### src/hw/rtl/isingchn_pkg.sv
// Shared types and constants for the one-dimensional Ising chain spin update block.
// Used by the top level and by its port checker; depends on nothing else.
`default_nettype none

package isingchn_pkg;

    // Default sizes of the chain and of the uniform draw.
    localparam int NSPIN_DEFAULT     = 64;
    localparam int DRAW_BITS_DEFAULT = 16;

    // Fixed field widths.
    localparam int SITE_W   = 6;
    localparam int DRAW_W   = 16;
    localparam int THRESH_W = DRAW_W + 1;
    localparam int SUM_W    = 8;
    localparam int CFG_IDX_W  = 3;
    localparam int CFG_DATA_W = THRESH_W;
    localparam int NUM_THRESH = 6;

    // Sites that the site field can reach.
    localparam int SITE_COUNT = 1 << SITE_W;

    // Threshold reset value: 1.0 at a 16-bit fraction.
    localparam logic [THRESH_W-1:0] THRESH_RESET = THRESH_W'(1 << DRAW_W);

    typedef logic [THRESH_W-1:0] thresh_t;
    typedef logic signed [SUM_W-1:0] sum_t;

    // Configuration register indexes.
    typedef enum logic [CFG_IDX_W-1:0] {
        CFG_SAMPLING_MODE  = 3'd0,
        CFG_THR_DOWN_NEG   = 3'd1,
        CFG_THR_DOWN_ZERO  = 3'd2,
        CFG_THR_DOWN_POS   = 3'd3,
        CFG_THR_UP_NEG     = 3'd4,
        CFG_THR_UP_ZERO    = 3'd5,
        CFG_THR_UP_POS     = 3'd6
    } cfg_index_t;

    // Sampling mode codes.
    localparam logic MODE_GIBBS      = 1'b0;
    localparam logic MODE_METROPOLIS = 1'b1;

    // Command codes.
    localparam logic CMD_SAMPLE = 1'b0;
    localparam logic CMD_LOAD   = 1'b1;

    // Offset of the "old spin up" group in the threshold bank.
    localparam int THR_UP_BASE = 3;

endpackage

`default_nettype wire

### src/hw/rtl/ising_chain_spin_update.sv
// Top level of the one-dimensional Ising chain spin update block.
// Depends on isingchn_pkg for field widths, register indexes and mode codes.
`default_nettype none

// The block keeps a ring of NSPIN one-bit spins (1 means +1, 0 means -1) with
// periodic wrap, so site 0 neighbours site NSPIN-1. Each request either loads
// one spin directly or makes one sampling attempt at a site with a uniform
// 16-bit draw. In Metropolis mode the spin flips when the draw is at most the
// threshold chosen by the old spin and the neighbour sum; in Gibbs mode the
// spin becomes +1 when the draw is below the threshold chosen by the
// neighbour sum alone. Every request yields exactly one result carrying the
// new spin, a flip flag and the running spin sum and bond sum (both modulo
// 256), from which software forms the energy as -J*bond_sum - h*spin_sum.
// A request whose site is at or beyond NSPIN changes nothing and returns a
// zero spin with the current sums. The block takes one request per clock
// cycle while out_stall is low: a request is registered on entry, then
// evaluated against the spin register (three bit selects, one threshold
// compare) and written back while its result is captured in the output
// register, so a back-to-back stream runs at one request per cycle. Because
// the spins are written in request order as each one leaves the input
// register, a request always sees the spins left by the one before it.
// Configuration writes are meant to be made while no request is in flight.
module ising_chain_spin_update
    import isingchn_pkg::*;
#(
    parameter int NSPIN     = NSPIN_DEFAULT,
    parameter int DRAW_BITS = DRAW_BITS_DEFAULT
) (
    input  wire logic                  clk,
    input  wire logic                  rst_n,

    // Configuration write port.
    input  wire logic                  cfg_we,
    input  wire logic [CFG_IDX_W-1:0]  cfg_index,
    input  wire logic [CFG_DATA_W-1:0] cfg_data,

    // Request channel.
    input  wire logic                  in_valid,
    output logic                       in_stall,
    input  wire logic                  command,
    input  wire logic [SITE_W-1:0]     site,
    input  wire logic [DRAW_W-1:0]     uniform_draw,
    input  wire logic                  load_value,

    // Result channel.
    output logic                       out_valid,
    input  wire logic                  out_stall,
    output logic                       new_spin,
    output logic                       flipped,
    output logic signed [SUM_W-1:0]    spin_sum,
    output logic signed [SUM_W-1:0]    bond_sum
);

    // Only the first SITE_COUNT spins can ever be written; any spin beyond
    // them keeps its reset value of +1 and needs no storage.
    localparam int NStore  = (NSPIN < SITE_COUNT) ? NSPIN : SITE_COUNT;
    localparam int IdxW    = $clog2(NSPIN);
    localparam int SIdxW   = (NStore > 1) ? $clog2(NStore) : 1;
    localparam int UsedBits = (DRAW_BITS < DRAW_W) ? DRAW_BITS : DRAW_W;
    localparam logic [DRAW_W-1:0] DrawMask = DRAW_W'((64'(1) << UsedBits) - 64'(1));
    localparam logic [SUM_W-1:0] SumReset = SUM_W'(NSPIN);
    localparam logic [SUM_W-1:0] SpinUpDelta   = SUM_W'(-2);
    localparam logic [SUM_W-1:0] SpinDownDelta = SUM_W'(2);
    localparam logic [SUM_W-1:0] BondAlignDelta  = SUM_W'(-4);
    localparam logic [SUM_W-1:0] BondOpposeDelta = SUM_W'(4);

    // Configuration registers.
    logic    mode_reg;
    thresh_t thresh_reg [NUM_THRESH];

    // Chain state.
    logic [NStore-1:0] spins_reg, spins_next;
    logic [SUM_W-1:0]  spin_sum_reg, spin_sum_next;
    logic [SUM_W-1:0]  bond_sum_reg, bond_sum_next;

    // Input register.
    logic              s1_valid_reg;
    logic              s1_command_reg;
    logic [SITE_W-1:0] s1_site_reg;
    logic [DRAW_W-1:0] s1_draw_reg;
    logic              s1_load_reg;

    // Output register.
    logic              out_valid_reg;
    logic              out_spin_reg;
    logic              out_flip_reg;
    logic [SUM_W-1:0]  out_spin_sum_reg;
    logic [SUM_W-1:0]  out_bond_sum_reg;

    // Evaluation stage signals.
    logic              advance;
    logic              accept;
    logic              in_range;
    logic [IdxW-1:0]   site_idx;
    logic [IdxW-1:0]   left_idx;
    logic [IdxW-1:0]   right_idx;
    logic              old_spin;
    logic              left_spin;
    logic              right_spin;
    logic [1:0]        up_count;
    logic [2:0]        thr_sel;
    thresh_t           thr_val;
    logic [DRAW_W-1:0] draw_used;
    logic [THRESH_W-1:0] draw_ext;
    logic              spin_new;
    logic              spin_flip;

    // Reads one spin of the ring; sites without storage always hold +1.
    function automatic logic read_spin(input logic [NStore-1:0] vec,
                                       input logic [IdxW-1:0] idx);
        logic bit_val;
        bit_val = 1'b1;
        if (int'(idx) < NStore)
        begin
            bit_val = vec[idx[SIdxW-1:0]];
        end
        return bit_val;
    endfunction

    // The input register moves on when the output register is free or is
    // being emptied in this cycle.
    assign advance  = s1_valid_reg && (!out_valid_reg || !out_stall);
    assign in_stall = s1_valid_reg && !advance;
    assign accept   = in_valid && !in_stall;

    // Neighbour addresses with periodic wrap.
    always_comb
    begin
        site_idx  = IdxW'(s1_site_reg);
        in_range  = (int'(s1_site_reg) < NSPIN);
        left_idx  = (site_idx == '0) ? IdxW'(NSPIN - 1) : site_idx - IdxW'(1);
        right_idx = (int'(site_idx) + 1 >= NSPIN) ? '0 : site_idx + IdxW'(1);
    end

    assign old_spin   = read_spin(spins_reg, site_idx);
    assign left_spin  = read_spin(spins_reg, left_idx);
    assign right_spin = read_spin(spins_reg, right_idx);

    // Number of up neighbours: 0, 1, 2 stand for neighbour sum -2, 0, +2.
    assign up_count = {1'b0, left_spin} + {1'b0, right_spin};

    // Threshold selection and the acceptance decision.
    always_comb
    begin
        draw_used = s1_draw_reg & DrawMask;
        draw_ext  = {1'b0, draw_used};
        if (mode_reg == MODE_METROPOLIS && old_spin)
        begin
            thr_sel = 3'(THR_UP_BASE) + {1'b0, up_count};
        end
        else
        begin
            thr_sel = {1'b0, up_count};
        end
        thr_val = thresh_reg[thr_sel];

        spin_new = 1'b0;
        if (in_range)
        begin
            if (s1_command_reg == CMD_LOAD)
            begin
                spin_new = s1_load_reg;
            end
            else if (mode_reg == MODE_METROPOLIS)
            begin
                spin_new = (draw_ext <= thr_val) ? !old_spin : old_spin;
            end
            else
            begin
                spin_new = (draw_ext < thr_val);
            end
        end
        spin_flip = in_range && (spin_new != old_spin);
    end

    // Write-back of the spin and incremental update of both sums. A flip
    // moves the spin sum by two; the bond sum moves by four only when both
    // neighbours agree, down if they agreed with the old spin.
    always_comb
    begin
        spins_next    = spins_reg;
        spin_sum_next = spin_sum_reg;
        bond_sum_next = bond_sum_reg;
        if (advance && spin_flip)
        begin
            spins_next[site_idx[SIdxW-1:0]] = spin_new;
            spin_sum_next = spin_sum_reg + (old_spin ? SpinUpDelta : SpinDownDelta);
            if (left_spin == right_spin)
            begin
                bond_sum_next = bond_sum_reg +
                                ((left_spin == old_spin) ? BondAlignDelta : BondOpposeDelta);
            end
        end
    end

    // Configuration registers.
    always_ff @(posedge clk or negedge rst_n)
    begin
        if (!rst_n)
        begin
            mode_reg <= MODE_METROPOLIS;
            for (int i = 0; i < NUM_THRESH; i++)
            begin
                thresh_reg[i] <= THRESH_RESET;
            end
        end
        else if (cfg_we)
        begin
            case (cfg_index)
                CFG_SAMPLING_MODE:
                begin
                    mode_reg <= cfg_data[0];
                end
                CFG_THR_DOWN_NEG, CFG_THR_DOWN_ZERO, CFG_THR_DOWN_POS,
                CFG_THR_UP_NEG, CFG_THR_UP_ZERO, CFG_THR_UP_POS:
                begin
                    thresh_reg[cfg_index - CFG_IDX_W'(CFG_THR_DOWN_NEG)] <= cfg_data;
                end
                default:
                begin
                    mode_reg <= mode_reg;
                end
            endcase
        end
    end

    // Chain state and control.
    always_ff @(posedge clk or negedge rst_n)
    begin
        if (!rst_n)
        begin
            spins_reg     <= '1;
            spin_sum_reg  <= SumReset;
            bond_sum_reg  <= SumReset;
            s1_valid_reg  <= 1'b0;
            out_valid_reg <= 1'b0;
        end
        else
        begin
            spins_reg    <= spins_next;
            spin_sum_reg <= spin_sum_next;
            bond_sum_reg <= bond_sum_next;
            if (accept)
            begin
                s1_valid_reg <= 1'b1;
            end
            else if (advance)
            begin
                s1_valid_reg <= 1'b0;
            end
            if (advance)
            begin
                out_valid_reg <= 1'b1;
            end
            else if (!out_stall)
            begin
                out_valid_reg <= 1'b0;
            end
        end
    end

    // Payload registers.
    always_ff @(posedge clk)
    begin
        if (accept)
        begin
            s1_command_reg <= command;
            s1_site_reg    <= site;
            s1_draw_reg    <= uniform_draw;
            s1_load_reg    <= load_value;
        end
        if (advance)
        begin
            out_spin_reg     <= spin_new;
            out_flip_reg     <= spin_flip;
            out_spin_sum_reg <= spin_sum_next;
            out_bond_sum_reg <= bond_sum_next;
        end
    end

    assign out_valid = out_valid_reg;
    assign new_spin  = out_spin_reg;
    assign flipped   = out_flip_reg;
    assign spin_sum  = out_spin_sum_reg;
    assign bond_sum  = out_bond_sum_reg;

endmodule

`default_nettype wire

### config.mk
export PLATFORM = sky130hd
export DESIGN_NAME = ising_chain_spin_update
export DESIGN_NICKNAME = d
export VERILOG_FILES = /design/src/hw/rtl/isingchn_pkg.sv /design/src/hw/rtl/ising_chain_spin_update.sv
export SDC_FILE = /design/constraint.sdc
export NUM_CORES = 1
export LEC_CHECK = 0
export BUFFER_PORTS_ARGS = -buffer_cell sky130_fd_sc_hd__buf_2
export CAP_MARGIN = 10
export CORE_MARGIN = 8
export CORE_UTILIZATION = 59
export CTS_CLUSTER_DIAMETER = 80
export DETAILED_ROUTE_END_ITERATION = 6
export GPL_ROUTABILITY_DRIVEN = 0
export PLACE_DENSITY = 0.77
export REMOVE_ABC_BUFFERS = 1
export SLEW_MARGIN = 10
export SYNTH_ARGS = -nofsm -noshare
export SYNTH_HDL_FRONTEND = slang
export SYNTH_SLANG_ARGS = --single-unit
### constraint.sdc
create_clock -name clk -period 16.8 [get_ports clk]
set_input_delay 0.84 -clock clk [delete_from_list [all_inputs] [get_ports clk]]
set_output_delay 0.84 -clock clk [all_outputs]
set_load 0.01 [all_outputs]
==> results.toml <==
[setup_path]
worst_setup_path_start_kind = "flip-flop"
crit_type = "flip-flop to flip-flop"
max_stage_delay_ns = 0.76
worstPathMaxFanout = 65
critPathArrivalTime_ns = 8.60
crit_slowest_cell = "xor2_1"
end_kind = "flip-flop"
crit_family = "multiplexers"
required_ns = 17.06
cp_num_buf_inv = 5

[global_route]
grt_max_degree = 85
grt_pass1_vias = 8925
gr-usage-all-layers_pct = 23.54
grt_first_pass_wirelength_um = 49110
grt_antenna_before_repair = 1
overflow = 0

[floorplanning]
die_h_um = 161.0
num_io_pins = 69
rows = 53
dieArea_um2 = 25910
start_util_pct = 59.54
die_w_um = 161.0
core_um2 = 20820

[final_layout]
syn2layout_area_growth_pct = 10.83
ff_latch_area_um2 = 5817
largest_reg_flops = 102
final_area_um2 = 13740
fill_cells = 1529
fin_cells = 1350
drive_gt1_share_pct = 36.69
multiInputGateArea_um2 = 6254
num-nets-final = 1142

[synthesis]
yosysMostFrequentCell = "mux2_2"
synth_area_leaders = "dfrtp_1 (22%), dfstp_2 (15%), mux4_2 (12%)"
avgSynthCellArea_um2 = 12.36
ys.flop_type = "dfrtp_1"
synth_top_family_by_area = "multiplexers"
synth_top_area_cell = "dfrtp_1"
synth_top_area_share_pct = 22.00
syn_inst = 1003
synthAdderAreaFrac_pct = 3.855
ys_seq_elements = 221
synthDistinctLibCells = 57
netlist_area_um2 = 12400
synth_edf_count = 39
synth-compound-area-share_pct = 11.30
synth-simple-area-share_pct = 7.024
synthArstFlopShare_pct = 82.35
synth_common_cells = "mux2_2 (120), dfrtp_1 (109), a21oi_1 (95)"
synthXorXnorAreaFrac_pct = 1.544
yosysWarnings = 0
ys_seq_area_share_pct = 46.92
muxShareOfSynthArea_pct = 26.12

[placement]
post_dp_cell_area_um2 = 12970
dp_hpwl_um = 20060
place_inst = 1305
dp_slack_ns = 8.513
io_buffers = 65

[run]
drv_cap = 0

[detailed_routing]
vias_per_cell = 6.488
wl_um = 30280
wire_per_inst_um = 22.43
met2_length_um = 14560
met1_length_um = 12170
first_pass_iters = 5
remaining_drc_errors = 0
num_vias = 8759
routed.top_layer = "met5"
postRouteAntennaNets = 0
met3_length_um = 2205
drt_iter0_markers = 737

[power]
p_clk_share_pct = 29.4
p_int_w = 0.001227
netSwitchingPower_w = 0.0005141
p_leak_nw = 5.346
power_frac_seq_pct = 42.8
cellPowerDensity_nw_per_um2 = 126.7
pwr-share-comb_pct = 27.8
ir_worst_vdd_mv = 0.1131
switching_share_pct = 29.52

[timing]
relSlewSlack_pct = 22.58
tns_ns = 0
slew_viol_final = 0
finClkSkew_ns = 0.01574
final.setup.worst_slack_ns = 8.460
hold_violations = 0
post-route-min-period_ns = 8.340
max_slew.worst_pin.slew_ns = 1.158
setup_viol_count_final = 0
rsz0062_at_grt = "no"
finalCritPeriodShare_pct = 49.64
fmax_mhz = 119.9

[clock_tree]
clkSinkCount = 221
cts-resized-gates = 0
cts-root-buf = "clkbuf_16"
cts_tree = "yes"
cts_hold_buf = 0
htreeDepth = 1
clk_pin_slew_worst_paths_ns = 0.06
worstSkewPairLatency_ns = 0.54
post-cts-setup-buffers = 0
clk_path_buf_depth = 3
cts_made_buffers = 24

[run_status]
status = "completed"

[hold_path]
min_path_type = "input pin to asynchronous set/reset pin"
-- final timing paths --
check                                        endpoint                       from  slack, ns  cells after the start
min                         spin_sum_reg[3]$_DFF_PN0_                      rst_n       0.34                      1
min reg2reg                 bond_sum_reg[7]$_DFF_PN0_  bond_sum_reg[7]$_DFF_PN0_       0.49                      1
max in group asynchronous  thresh_reg[13]$_DFFE_PN0P_                      rst_n      15.24                      2
max                                new_spin$_DFFE_PP_   s1_site_reg[1]$_DFFE_PP_       8.46                     26
max reg2reg                        new_spin$_DFFE_PP_   s1_site_reg[1]$_DFFE_PP_       8.46                     26
min in group clk              draw_used[10]$_DFFE_PP_           uniform_draw[10]       0.47                      1
-- routing by layer --
metal  track usage (%)  vias to the layer above
li1                  -                     3882
met2             38.14                      416
met3             3.865                       93
met1             31.03                     4366
met5                 0                        -
met4             9.891                        2
-- cell usage in the layout, fill, tap and decap left out, types with 6 or more instances in the layout --
| cell | netlist | layout |
|---|---|---|
| buf_2 | 9 | 64 |
| a22oi_1 | 16 | 16 |
| nor2_1 | 73 | 72 |
| dfstp_2 | 73 | 73 |
| nand3_1 | 14 | 14 |
| clkbuf_16 | 0 | 24 |
| o21ai_0 | 75 | 75 |
| a21o_1 | 8 | 8 |
| nor3_1 | 11 | 10 |
| mux2_2 | 120 | 120 |
| buf_4 | 10 | 20 |
| inv_1 | 21 | 21 |
| xnor2_1 | 10 | 10 |
| dfrtp_1 | 109 | 109 |
| nor2b_1 | 8 | 8 |
| edfxtp_1 | 39 | 39 |
| a21oi_1 | 95 | 95 |
| nand3b_1 | 6 | 6 |
| nand2_1 | 34 | 34 |
| nand2b_1 | 8 | 8 |
| a41oi_1 | 24 | 24 |
| mux4_2 | 68 | 68 |
| mux2_1 | 7 | 7 |
| ha_1 | 35 | 35 |
| clkbuf_1 | 29 | 10 |
| xor2_1 | 10 | 9 |
| mux2i_1 | 24 | 23 |
-- cells by family (layout without fill, tap and decap cells) --
family | after synthesis | in the layout
fa+ha+maj | 37 | 37
xor+xnor | 21 | 21
flops | 221 | 221
simple gates | 182 | 182
compound gates | 239 | 239
mux | 221 | 221
other cells | 1 | 4
buf+inv | 81 | 150
-- per-stage QoR --
| stage | total power [W] | hold WS [ns] | util (%) |
|---|---|---|---|
| after floorplan | 0.001100 | 0.4394 | - |
| after global placement | 0.001214 | 0.4812 | 62.31 |
| after detailed placement | 0.001238 | 0.4886 | 62.31 |
| after CTS | 0.001754 | 0.3840 | 65.98 |
| after global routing | 0.001832 | 0.4081 | 65.98 |
| final | 0.001741 | 0.3353 | 65.99 |
-- worst reg2reg max path: stages (launching register included) --
cell and delay [ns]:
edfxtp_1 0.69, inv_1 0.21, ha_1 0.25, xor2_1 0.76
buf_4 0.33, mux4_2 0.32, mux4_2 0.49, mux2i_1 0.16
mux2i_1 0.22, ha_1 0.62, xor2_4 0.17, buf_4 0.46
mux4_2 0.63, a22oi_1 0.20, ha_1 0.27, a21oi_1 0.17
nor2b_1 0.07, o21ai_0 0.18, nand2b_1 0.09, a21oi_1 0.26
nand2_1 0.10, a211oi_1 0.29, nor3_2 0.14, xor2_1 0.18
mux2i_4 0.15, buf_4 0.58, inv_1 0.10
-- layout make-up --
cell class                 instances  area share (%)
multi-input combinational        703           45.51
sequential                       221           42.33
clock buffer                      34           4.644
timing repair buffer              85           3.506
tap                              275           2.504
clock inverter                    10          0.9106
inverter                          21          0.5737
antenna                            1         0.01821
-- power by group through the flow --
| stage | Combinational [W] | Clock (W) | Sequential [W] |
|---|---|---|---|
| after CTS | 0.000488 | 0.000522 | 0.000745 |
| after detailed placement | 0.000485 | 0 | 0.000752 |
| after global placement | 0.000467 | 0 | 0.000747 |
| after floorplan | 0.000358 | 0 | 0.000742 |
| after global routing | 0.000533 | 0.000540 | 0.000759 |
| final | 0.000485 | 0.000512 | 0.000745 |
No activity file was read; power rests on OpenSTA's default activity.
